--- config.mk ---
export PLATFORM = sky130hd
export DESIGN_NAME = multi_pattern_byte_replace
export DESIGN_NICKNAME = d
export VERILOG_FILES = /design/src/mpbr_pkg.sv /design/src/multi_pattern_byte_replace.sv
export SDC_FILE = /design/constraint.sdc
export NUM_CORES = 1
export LEC_CHECK = 0
export BUFFER_PORTS_ARGS = -buffer_cell sky130_fd_sc_hd__buf_2
export CAP_MARGIN = 0
export CORE_MARGIN = 4
export CORE_UTILIZATION = 55
export CTS_CLUSTER_SIZE = 12
export DETAILED_ROUTE_END_ITERATION = 10
export PLACE_DENSITY = 0.83
export SETUP_SLACK_MARGIN = 0.2
export SYNTH_ARGS = -nofsm -noshare
export SYNTH_HDL_FRONTEND = slang
export SYNTH_SLANG_ARGS = --single-unit
--- constraint.sdc ---
create_clock -name clk -period 11.6 [get_ports clk]
set_input_delay 0.58 -clock clk [delete_from_list [all_inputs] [get_ports clk]]
set_output_delay 0.58 -clock clk [all_outputs]
set_load 0.01 [all_outputs]
--- src/mpbr_pkg.sv ---
// ----------------------------------------------------------------------------
// mpbr_pkg: shared definitions for the multi-pattern byte replacer.
// Holds the table dimensions, the action codes, the literal source code and the search table select.
// ----------------------------------------------------------------------------
package mpbr_pkg;
	// The port widths of pattern_slot, byte_position, length_value and
	// source_pattern are sized for these dimensions.
	localparam int         NUM_PATTERNS    = 4;
	localparam int         MAX_PATTERN_LEN = 8;
	localparam logic [1:0] ACT_DATA     = 2'd0;
	localparam logic [1:0] ACT_LOAD_BYTE = 2'd1;
	localparam logic [1:0] ACT_LOAD_LEN  = 2'd2;
	localparam logic [2:0] SRC_LITERAL  = 3'd4;
	localparam logic       TSEL_SEARCH  = 1'b0;
endpackage

--- src/multi_pattern_byte_replace.sv ---
// ----------------------------------------------------------------------------
// multi_pattern_byte_replace: streaming multi-pattern byte replacer.
// Keeps a lookahead window and, at its head, tries each search pattern one
// byte compare at a time; the leftmost, lowest-numbered match is replaced.
// ----------------------------------------------------------------------------
//  channel | direction | handshake       | payload
//  in      | input     | in_valid/stall  | action, byte_value, is_final, ...
//  out     | output    | out_valid/stall | out_byte, source_pattern, end_of_stream
//
// One beat is taken at a time; in_stall is low only while the sequencer is
// idle. A load beat is handled without leaving ST_IDLE, so loads can
// follow back to back. A data beat that needs no decision is accepted
// in ST_IDLE and inserted in ST_PRE. A decision steps past each disabled
// or too-long pattern, reads and then compares each search byte, goes to
// ST_LIT when nothing matches, emits each replacement byte and then ends
// the replacement, shifts the window, and at the end of the beat releases
// the last byte it produced. A produced byte waits in a hold register until
// the next byte or the end of the beat shows whether it closes the stream;
// while out_stall keeps the output register full, the sequencer waits.
// Reset clears the lengths, window fill and control state; the tables and
// window contents are undefined until written.
module multi_pattern_byte_replace (
	input  logic       clk,
	input  logic       arst_n,
	input  logic       in_valid,
	output logic       in_stall,
	input  logic [1:0] action,
	input  logic [7:0] byte_value,
	input  logic       is_final,
	input  logic [1:0] pattern_slot,
	input  logic       table_select,
	input  logic [2:0] byte_position,
	input  logic [3:0] length_value,
	output logic       out_valid,
	input  logic       out_stall,
	output logic [7:0] out_byte,
	output logic [2:0] source_pattern,
	output logic       end_of_stream
);
	localparam int NUM_PATTERNS    = mpbr_pkg::NUM_PATTERNS;
	localparam int MAX_PATTERN_LEN = mpbr_pkg::MAX_PATTERN_LEN;
	localparam int PW = (NUM_PATTERNS > 1) ? $clog2(NUM_PATTERNS) : 1;
	localparam int KW = (MAX_PATTERN_LEN > 1) ? $clog2(MAX_PATTERN_LEN) : 1;
	localparam int LW = $clog2(MAX_PATTERN_LEN + 1);
	localparam int DEPTH = NUM_PATTERNS * MAX_PATTERN_LEN;
	localparam int AW = $clog2(DEPTH);
	localparam logic [LW-1:0] MAXL = LW'(MAX_PATTERN_LEN);

	// Sequencer states.
	localparam logic [2:0] ST_IDLE  = 3'd0;
	localparam logic [2:0] ST_PRE   = 3'd1; // insert the pending byte
	localparam logic [2:0] ST_CMP   = 3'd2; // compare one pattern byte
	localparam logic [2:0] ST_EMIT  = 3'd3; // emit one replacement byte
	localparam logic [2:0] ST_LIT   = 3'd4; // emit the head byte
	localparam logic [2:0] ST_DROP  = 3'd5; // shift the window
	localparam logic [2:0] ST_POST  = 3'd6; // pass on to insertion after a decision
	localparam logic [2:0] ST_FLUSH = 3'd7; // release the held byte

	logic [2:0]    state_q;
	logic [7:0]    search_mem [DEPTH];
	logic [7:0]    replace_mem [DEPTH];
	logic [LW-1:0] slen_q [NUM_PATTERNS];
	logic [LW-1:0] rlen_q [NUM_PATTERNS];
	logic [7:0]    win_q [MAX_PATTERN_LEN];
	logic [LW-1:0] fill_q;
	logic [7:0]    pend_q;
	logic          fin_q;
	logic          after_q; // current decision is the post-insert one
	logic [PW:0]   pat_q;   // pattern under test; NUM_PATTERNS means none
	logic [LW-1:0] k_q;     // byte index within pattern / drop count
	logic [7:0]    sb_q;    // search table byte read at the current address
	logic          sbv_q;   // sb_q belongs to the current pattern byte
	logic [7:0]    hb_q;    // produced byte held back until its successor is known
	logic [2:0]    hs_q;
	logic          hv_q;
	logic [7:0]    ob_q;
	logic [2:0]    os_q;
	logic          oe_q;
	logic          ov_q;

	logic          obuf_free;
	logic          hold_free;
	logic          out_load;
	logic          pat_live;
	logic [PW-1:0] pat_idx;
	logic [KW-1:0] k_idx;
	logic [AW-1:0] addr;

	assign obuf_free = !ov_q || !out_stall;
	assign hold_free = !hv_q || obuf_free;
	assign pat_idx   = pat_q[PW-1:0];
	assign k_idx     = k_q[KW-1:0];
	assign addr      = AW'(pat_idx) * AW'(MAX_PATTERN_LEN) + AW'(k_idx);
	assign pat_live  = (slen_q[pat_idx] != '0) && (slen_q[pat_idx] <= fill_q);

	// The held byte moves to the output register when a newer byte replaces
	// it in the hold register, or when the beat ends.
	assign out_load = hv_q && obuf_free
		&& ((state_q == ST_EMIT && k_q != rlen_q[pat_idx])
			|| state_q == ST_LIT || state_q == ST_FLUSH);

	assign in_stall       = (state_q != ST_IDLE);
	assign out_valid      = ov_q;
	assign out_byte       = ob_q;
	assign source_pattern = os_q;
	assign end_of_stream  = oe_q;

	// Table memories: one write port for loads, one registered search read.
	always_ff @(posedge clk) begin
		if (in_valid && !in_stall && action == mpbr_pkg::ACT_LOAD_BYTE
				&& 32'(pattern_slot) < NUM_PATTERNS
				&& 32'(byte_position) < MAX_PATTERN_LEN) begin
			if (table_select == mpbr_pkg::TSEL_SEARCH)
				search_mem[AW'(pattern_slot) * AW'(MAX_PATTERN_LEN)
					+ AW'(byte_position)] <= byte_value;
			else
				replace_mem[AW'(pattern_slot) * AW'(MAX_PATTERN_LEN)
					+ AW'(byte_position)] <= byte_value;
		end
		sb_q <= search_mem[addr];
	end

	// Output register. Only the byte released at the end of a final beat
	// carries end_of_stream.
	always_ff @(posedge clk or negedge arst_n) begin
		if (!arst_n) begin
			ov_q <= 1'b0;
			ob_q <= '0;
			os_q <= '0;
			oe_q <= 1'b0;
		end else if (out_load) begin
			ov_q <= 1'b1;
			ob_q <= hb_q;
			os_q <= hs_q;
			oe_q <= (state_q == ST_FLUSH) && fin_q;
		end else if (!out_stall) begin
			ov_q <= 1'b0;
		end
	end

	// Decide whether a decision is still needed after the window change.
	function automatic logic [2:0] next_after(input logic after, input logic fin,
			input logic [LW-1:0] fill);
		logic [2:0] s;
		s = ST_FLUSH;
		if (!after)
			s = ST_POST;
		else if (fin && fill != '0)
			s = ST_CMP;
		return s;
	endfunction

	always_ff @(posedge clk or negedge arst_n) begin
		if (!arst_n) begin
			state_q <= ST_IDLE;
			fill_q  <= '0;
			for (int i = 0; i < NUM_PATTERNS; i++) begin
				slen_q[i] <= '0;
				rlen_q[i] <= '0;
			end
			fin_q   <= 1'b0;
			after_q <= 1'b0;
			pat_q   <= '0;
			k_q     <= '0;
			sbv_q   <= 1'b0;
			hv_q    <= 1'b0;
		end else begin
			case (state_q)
				ST_IDLE: begin
					if (in_valid) begin
						if (action == mpbr_pkg::ACT_LOAD_LEN
								&& 32'(pattern_slot) < NUM_PATTERNS) begin
							if (table_select == mpbr_pkg::TSEL_SEARCH)
								slen_q[pattern_slot[PW-1:0]] <=
									(32'(length_value) > MAX_PATTERN_LEN)
									? MAXL : LW'(length_value);
							else
								rlen_q[pattern_slot[PW-1:0]] <=
									(32'(length_value) > MAX_PATTERN_LEN)
									? MAXL : LW'(length_value);
						end else if (action == mpbr_pkg::ACT_DATA) begin
							pend_q  <= byte_value;
							fin_q   <= is_final;
							pat_q   <= '0;
							k_q     <= '0;
							after_q <= 1'b0;
							state_q <= (fill_q >= MAXL) ? ST_CMP : ST_PRE;
						end
					end
				end
				ST_PRE: begin
					// Insert the pending byte, then see whether a decision is due.
					win_q[fill_q[KW-1:0]] <= pend_q;
					fill_q  <= fill_q + 1'b1;
					after_q <= 1'b1;
					pat_q   <= '0;
					k_q     <= '0;
					if (fill_q + 1'b1 >= MAXL || (fin_q && fill_q + 1'b1 != '0))
						state_q <= ST_CMP;
					else
						state_q <= hv_q ? ST_FLUSH : ST_IDLE;
				end
				ST_POST: begin
					state_q <= ST_PRE;
				end
				ST_CMP: begin
					if (pat_q == (PW+1)'(NUM_PATTERNS)) begin
						k_q     <= '0;
						state_q <= ST_LIT;
					end else if (!pat_live) begin
						pat_q <= pat_q + 1'b1;
						k_q   <= '0;
					end else if (!sbv_q) begin
						// The table byte for this position arrives next cycle.
						sbv_q <= 1'b1;
					end else begin
						sbv_q <= 1'b0;
						if (win_q[k_idx] != sb_q) begin
							pat_q <= pat_q + 1'b1;
							k_q   <= '0;
						end else if (k_q + 1'b1 == slen_q[pat_idx]) begin
							k_q     <= '0;
							state_q <= ST_EMIT;
						end else begin
							k_q <= k_q + 1'b1;
						end
					end
				end
				ST_EMIT: begin
					if (k_q == rlen_q[pat_idx]) begin
						k_q     <= slen_q[pat_idx];
						state_q <= ST_DROP;
					end else if (hold_free) begin
						hb_q <= replace_mem[addr];
						hs_q <= 3'(pat_idx);
						hv_q <= 1'b1;
						k_q  <= k_q + 1'b1;
					end
				end
				ST_LIT: begin
					if (hold_free) begin
						hb_q    <= win_q[0];
						hs_q    <= mpbr_pkg::SRC_LITERAL;
						hv_q    <= 1'b1;
						k_q     <= LW'(1);
						state_q <= ST_DROP;
					end
				end
				ST_DROP: begin
					// Shift the window by k_q entries in one step.
					for (int i = 0; i < MAX_PATTERN_LEN; i++)
						if (i + 32'(k_q) < MAX_PATTERN_LEN)
							win_q[i] <= win_q[i + 32'(k_q)];
					fill_q  <= fill_q - k_q;
					pat_q   <= '0;
					k_q     <= '0;
					state_q <= next_after(after_q, fin_q, fill_q - k_q);
				end
				ST_FLUSH: begin
					// The held byte is the beat's last one.
					if (hold_free) begin
						hv_q    <= 1'b0;
						state_q <= ST_IDLE;
					end
				end
				default: state_q <= ST_IDLE;
			endcase
		end
	end
endmodule

==> reports/metrics.csv, run 1 <==
stage,metric,value,unit
sta,endpoints failing hold,0,
worst_setup_path,worst reg2reg startpoint,k_q[1],
worst_setup_path,CP top delay family,buffers and inverters,
placed_design,hpwl dp,42.01,mm
synth,Synth Warn #,0,
sta,TNS Setup,0,ns
clock_network,Post-CTS Resized,0,
worst_setup_path,"slowest stage delay, CP",1.08,ns
global_route,vias in the first global route,17253,
worst_setup_path,worst reg-to-reg setup slack,6.97,ns
worst_setup_path,Slowest cell on crit path,ha_2,
worst_setup_path,worst path arrival time,5.13,ns
sta,RSZ-0062 raised after global routing,false,
worst_setup_path,Worst setup SP type,flip-flop,
placed_design,Buffers on Ports,38,
worst_setup_path,CP Cell Sequence,buf_4 > inv_1 > ha_2 > xor2_1 > nor4_2 > nand2_1 > nor3_1 > o21ai_1 > o32ai_2,
sta,max-slew violations,0,
clock_network,Clock Path Buffers,3,
clock_network,CTS tree,done,
worst_setup_path,element type at the critical path end,flip-flop,
worst_setup_path,stages on the worst setup path,9,
final_layout,area grow syn2layout,9.785,%
final_layout,layout cell share with drive strength beyond 1,22.36,%
sta,skew final,0.01860,ns
synth,Syn Std Cell Area,29560,µm²
synth,top-count cell post-synth,edfxtp_1,
synth,synthesis-stage register bit count,666,
worst_setup_path,Setup crit start,k_q[1],
global_route,met3 Resource Use GR,5.907,%
sta,FMAX,216.1,MHz
synth,"EDFF count, synth",595,
clock_network,clk_lat worst skew,0.61,ns
floorplan,die area,57530,µm²
clock_network,Root Buffer Master,clkbuf_16,
worst_setup_path,CP required,12.10,ns
global_route,initial antenna violation count,2,
run_status,outcome,completed,
synth,syn_area_per_cell,16.40,µm²
clock_network,Clock transition at path regs,0.06,ns
clock_network,number of buffers created by CTS,69,
global_route,GRT Resource Usage Total,24.26,%
clock_network,Hold Buf Count CTS,0,
sta,Worst-Margin Slew,1.352,ns
global_route,grt met2 use,39.50,%
route,DR DRC count,0,
floorplan,Die X,239.9,µm
floorplan,initial core utilization,55.92,%
final_layout,# fillers,3632,
worst_setup_path,CP max FO,54,
hold_path,Hold Path Class,in2async,
global_route,Overflow after GRT,0,
global_route,first-pass GRT wire length,106.1,mm
floorplan,row cnt,84,
synth,top_reg_cell synth,edfxtp_1,
synth,Post-synth top cells,"595 x edfxtp_1, 167 x mux2i_1, 126 x mux4_2, 116 x mux2_2, 114 x nor2_1",
worst_setup_path,reg2reg end,state_q[2],
final_layout,nets,1885,
synth,post-synth top area share,60.43,%
sta,final setup fails,0,
synth,Yosys top cell by area,edfxtp_1,
power,static leakage,10.66,nW
route,DRT Pass-1 Iters,6,
clock_network,clock sink count,666,
global_route,grt peak-use layer,met2,
power,peak supply drop,0.2059,mV
route,Iteration-0 DRC Markers,2132,
route,vias per inst,6.771,
sta,Final Cycle Share,39.89,%
route,Routed Antenna Nets,0,
final_layout,final design utilization,61.40,%
floorplan,I/O pins,39,
synth,sequential-to-total area share from yosys stat,66.31,%
placed_design,Post-Place Cells,2458,
synth,Synth cell types,68,
worst_setup_path,crit path capture,state_q[2],
final_layout,Finished Layout Cells,2563,
power,PD cells,222.6,nW/µm²
global_route,largest net degree at the start of global routing,135,
clock_network,H-Tree Depth,3,
synth,Mapped Cells,1803,
clock_network,postcts setup bufs,0,
floorplan,DIE HEIGHT,239.9,µm
worst_setup_path,WS Path Type,reg2reg,
floorplan,core area,52870,µm²
route,DR WL/cell,27.26,µm
worst_setup_path,R2R depth,9,
synth,total nets after synthesis,1847,
worst_setup_path,CP Buf/Inv Count,2,
sta,Slew HR,9.546,%
placed_design,placer's final routability congestion estimate,0.8839,
route,"wirelength, routed",69.87,mm
global_route,grt met1 use,32.30,%
synth,main area contributors after synthesis,"edfxtp_1 60%, mux4_2 9.6%, mux2i_1 5.7%",
route,via count,17355,
job,max-cap check violation count,0,
sta,min Tclk post-route,4.627,ns
synth,Async SR Flop Fraction,9.459,%
[registers in the layout, summed over array words and instances (netlist names), 4 cells and up]
register     cells
replace_mem    256
search_mem     256
win_q           64
rlen_q          16
slen_q          16
hb_q             8
out_byte         8
pend_q           8
sb_q             8
fill_q           4
k_q              4
[layout make-up]
| class | count | area (µm²) | share of cell area, % |
|---|---|---|---|
| well taps | 688 | 860.8 | 2.652 |
| multi-input cells | 1013 | 9427 | 29.04 |
| repair buffers | 68 | 427.9 | 1.318 |
| inverters | 23 | 86.33 | 0.2660 |
| flip-flops and latches | 666 | 19610 | 60.43 |
| clock buffers | 94 | 1924 | 5.929 |
| clock inverters | 10 | 115.1 | 0.3546 |
| diodes | 1 | 2.502 | 0.007710 |
[kinds of logic (layout without fill, tap and decap cells)]
| logic type | count (synthesis) | in the layout | synth area share [%] |
|---|---|---|---|
| buffers and inverters | 124 | 195 | 1.892 |
| XOR/XNOR | 17 | 17 | 0.5036 |
| multiplexers | 409 | 409 | 19.67 |
| other | 0 | 1 | 0 |
| AND/OR/NAND/NOR | 298 | 298 | 4.634 |
| AO/OA/AOI/OAI | 270 | 270 | 6.162 |
| adder cells (fa/ha/maj) | 19 | 19 | 0.8295 |
| flip-flops | 666 | 666 | 66.31 |
[report_power, final]
part	switching, mW	internal, mW
sequential	0.176	2.76
clock	0.878	1.18
combinational	1.23	1.00
[cell usage in the layout, fill, tap and decap left out, types with 17 or more instances in the layout]
cell	instances
a21oi_1	63
a221oi_1	17
buf_2	38
buf_4	29
clkbuf_1	18
clkbuf_16	72
dfrtp_1	59
edfxtp_1	595
ha_1	17
inv_1	23
mux2_2	116
mux2i_1	167
mux4_2	126
nand2_1	92
nand3_1	24
nor2_1	114
o21ai_0	52
o221ai_1	48
o22ai_1	32
[per-layer routing]
metal / vias to the layer above / share of wire [%]
met5: - / 0.017
met4: 2 / 3.7
met3: 220 / 10
met2: 1097 / 49
met1: 8754 / 37
li1: 7282 / -
[through the flow]
stage / instance area, µm² / worst slack [ns] / hold slack, ns / power (mW)
floorplan: 29560 / 7.685 / 0.2844 / 4.596
global placement: 30420 / 7.062 / 0.4596 / 5.100
detailed placement: 30420 / 6.987 / 0.4674 / 5.165
CTS: 32450 / 6.941 / 0.1857 / 7.216
global route: 32460 / 6.610 / 0.2219 / 7.524
finish: 32460 / 6.973 / 0.1586 / 7.225
[how the worst min path moves through the flow]
stage	from	end	slack (ns)	cells after the start
after floorplan	arst_n	after_q	0.28	0
after CTS	arst_n	rlen_q[8]	0.19	2
after global routing	is_final	fin_q	0.22	2
final	arst_n	out_byte[0]	0.16	2
after detailed placement	hb_q[1]	out_byte[1]	0.47	1
after global placement	hb_q[6]	out_byte[6]	0.46	1
Note: power is estimated with default switching activity, not from simulation.
==> run 2, diff against run 1 <==
--- a/config.mk
+++ b/config.mk
@@ -11,7 +11,7 @@
 export CORE_UTILIZATION = 55
 export CTS_CLUSTER_SIZE = 12
 export DETAILED_ROUTE_END_ITERATION = 10
-export PLACE_DENSITY = 0.83
+export PLACE_DENSITY = 0.86
 export SETUP_SLACK_MARGIN = 0.2
 export SYNTH_ARGS = -nofsm -noshare
 export SYNTH_HDL_FRONTEND = slang
==> constraint.sdc (replaced) <==
create_clock -name clk -period 3.8 [get_ports clk]
set_input_delay 0.19 -clock clk [delete_from_list [all_inputs] [get_ports clk]]
set_output_delay 0.19 -clock clk [all_outputs]
set_load 0.01 [all_outputs]
==> reports/metrics.csv, run 2 (synthesized netlist as in run 1, its figures left out) <==
stage,metric,value,unit,change
run_status,outcome,completed,,
global_route,GRT Resource Usage Total,25.62,%,+1.4 points
hold_path,hold path cells,1,,
global_route,vias in the first global route,18394,,+6.6%
worst_setup_path,reg2reg end,k_q[2],,
power,clock group share of total power,28.2,%,-0.3 points
route,DRT Pass-1 Iters,6,,unchanged
route,via count,18305,,+5.5%
placed_design,Buffers on Ports,38,,unchanged
final_layout,nets,1964,,+4.2%
worst_setup_path,worst reg2reg startpoint,pat_q[0],,
clock_network,postcts setup bufs,0,,unchanged
global_route,largest net degree at the start of global routing,88,,-35%
power,static leakage,11.06,nW,+3.8%
job,max-cap check violation count,0,,unchanged
clock_network,CTS tree,done,,
floorplan,DIE HEIGHT,239.9,µm,unchanged
floorplan,row cnt,84,,unchanged
floorplan,core area,52870,µm²,unchanged
hold_path,hold path endpoint,search_mem[13][4],,
placed_design,Post-Place Cells,2533,,+3.1%
floorplan,I/O pins,39,,unchanged
worst_setup_path,CP Cell Sequence,mux4_2 > ha_1 > nor2b_1 > o21a_1 > o21a_1 > o21ai_0 > o41ai_4 > nor4_4 > a21boi_0 > o22ai_1,,
route,Iteration-0 DRC Markers,2507,,+18%
route,"wirelength, routed",74.00,mm,+5.9%
worst_setup_path,CP max FO,13,,-76%
final_layout,# fillers,3481,,-4.2%
power,logic gate share of total power,31.5,%,+0.6 points
sta,Slew HR,11.13,%,+1.6 points
clock_network,number of buffers created by CTS,68,,-1.4%
sta,final setup fails,0,,unchanged
final_layout,Finished Layout Cells,2650,,+3.4%
worst_setup_path,worst path arrival time,3.93,ns,-1.20 ns
clock_network,clock sink count,666,,unchanged
sta,skew final,0.02082,ns,+0.002225 ns
power,internal power,15.04,mW,+200%
worst_setup_path,worst reg-to-reg setup slack,0.40,ns,-6.58 ns
worst_setup_path,Slowest cell on crit path,mux4_2,,
sta,RSZ-0062 raised after global routing,false,,
power,net switching power of the design,7.160,mW,+210%
worst_setup_path,"slowest stage delay, CP",0.65,ns,-0.43 ns
worst_setup_path,R2R depth,10,,+1
sta,min Tclk post-route,3.403,ns,-1.224 ns
clock_network,Hold Buf Count CTS,5,,+5
power,peak supply drop,0.4214,mV,+100%
clock_network,Post-CTS Resized,0,,unchanged
floorplan,Die X,239.9,µm,unchanged
route,Routed Antenna Nets,0,,unchanged
global_route,initial antenna violation count,2,,unchanged
final_layout,layout cell share with drive strength beyond 1,24.95,%,+2.6 points
power,PD cells,671.2,nW/µm²,+200%
clock_network,clk_lat worst skew,0.62,ns,about the same
worst_setup_path,CP required,4.32,ns,-7.78 ns
clock_network,Root Buffer Master,clkbuf_16,,
route,DR DRC count,0,,unchanged
worst_setup_path,element type at the critical path end,flip-flop,,
final_layout,area grow syn2layout,11.88,%,
final_layout,"leading cell type in the layout, fill and taps excluded",edfxtp_1,,
clock_network,Clock transition at path regs,0.06,ns,about the same
worst_setup_path,CP dominant cell by count,o21a_1,,
route,vias per inst,6.908,,+2.0%
placed_design,hpwl dp,43.87,mm,+4.4%
placed_design,placer's final routability congestion estimate,0.9223,,+4.3%
power,sequential power share,40.4,%,-0.2 points
sta,Worst-Margin Slew,1.333,ns,-0.01877 ns
sta,TNS Setup,0,ns,unchanged
sta,max-slew violations,0,,unchanged
final_layout,most frequent cells in the layout,"595 x edfxtp_1, 167 x mux2i_1, 126 x mux4_2, 116 x mux2_2, 114 x nor2_1",,
route,DR WL/cell,27.92,µm,+2.4%
floorplan,die area,57530,µm²,unchanged
sta,Final Cycle Share,89.55,%,+50 points
power,Sw Ratio,32.25,%,+0.62 points
sta,FMAX,293.9,MHz,+36%
hold_path,hold_sp,byte_value[4],,
hold_path,Hold Path Class,in2reg,,
global_route,Overflow after GRT,0,,unchanged
worst_setup_path,WS Path Type,reg2reg,,
clock_network,H-Tree Depth,3,,unchanged
clock_network,Clock Path Buffers,3,,unchanged
sta,endpoints failing hold,0,,unchanged
worst_setup_path,Worst setup SP type,flip-flop,,
global_route,first-pass GRT wire length,111.9,mm,+5.6%
floorplan,initial core utilization,55.92,%,unchanged
-- run 2: changes by cell type in the layout (fill, tap and decap cells not counted), moves of 2 or more --
cell | previous run | this run
clkbuf_1 | 18 | 25
dlygate4sd3_1 | 0 | 5
clkinv_2 | 5 | 3
clkinv_1 | 0 | 3
buf_4 | 29 | 102
buf_12 | 1 | 3
clkbuf_16 | 72 | 69
-- run 2: worst max path at each step --
stage | startpoint | endpoint | slack, ns
final | pat_q[0] | k_q[2] | 0.40
after global routing | k_q[0] | hb_q[5] | 0.27
after CTS | k_q[0] | hb_q[5] | 0.37
after detailed placement | pat_q[0] | k_q[2] | 0.46
after global placement | pat_q[0] | k_q[2] | 0.56
after floorplan | k_q[0] | win_q[3][0] | 0.23
-- run 2: worst max-delay path, delay by kind of cell (launching register included) --
| kind | cells | cell delay [ns] |
|---|---|---|
| muxes | 1 | 0.65 |
| adders and majority gates | 1 | 0.32 |
| DFF | 1 | 0.62 |
| AOI/OAI and AO/OA | 6 | 1.18 |
| and+or+nand+nor | 2 | 0.54 |
-- run 2: final cells by class --
class                           instances  area [µm²]  area share (%)
Sequential cell                       666       19610           59.30
Timing Repair Buffer                  148        1066           3.223
Tap cell                              688       860.8           2.602
Antenna cell                            2       5.005         0.01513
Inverter                               23       86.33          0.2610
Clock inverter                         13       160.2          0.4842
Multi-Input combinational cell       1013        9424           28.49
Clock buffer                           97        1862           5.628
-- run 2: stage by stage --
step	area (µm²)	setup WS, ns	utilization (%)	hold WS, ns	total power [mW]
after floorplan	29580	0.2260	-	-0.1056	14.04
after global placement	31000	0.5619	58.64	0.4220	15.64
after detailed placement	31000	0.4609	58.64	0.4449	15.86
after CTS	33070	0.3714	62.56	0.003707	22.11
after global routing	33080	0.2652	62.57	0.03271	23.03
final	33080	0.3970	62.57	0.03689	22.20
-- run 2: per-layer routing --
metal | global-route usage (%) | vias up | routed length, µm
met5 | 0 | - | 0
met4 | 10.98 | 0 | 3229
met3 | 5.999 | 261 | 8037
met2 | 41.07 | 1397 | 35800
met1 | 34.12 | 9187 | 26940
li1 | - | 7460 | -
-- run 2: power groups by stage --
| stage | combinational, mW | clock [mW] | sequential, mW |
|---|---|---|---|
| CTS | 6.88 | 6.29 | 8.94 |
| floorplan | 5.26 | 0 | 8.78 |
| detailed placement | 6.77 | 0 | 9.08 |
| global placement | 6.58 | 0 | 9.06 |
| finish | 6.99 | 6.25 | 8.96 |
| global route | 7.41 | 6.62 | 9.00 |
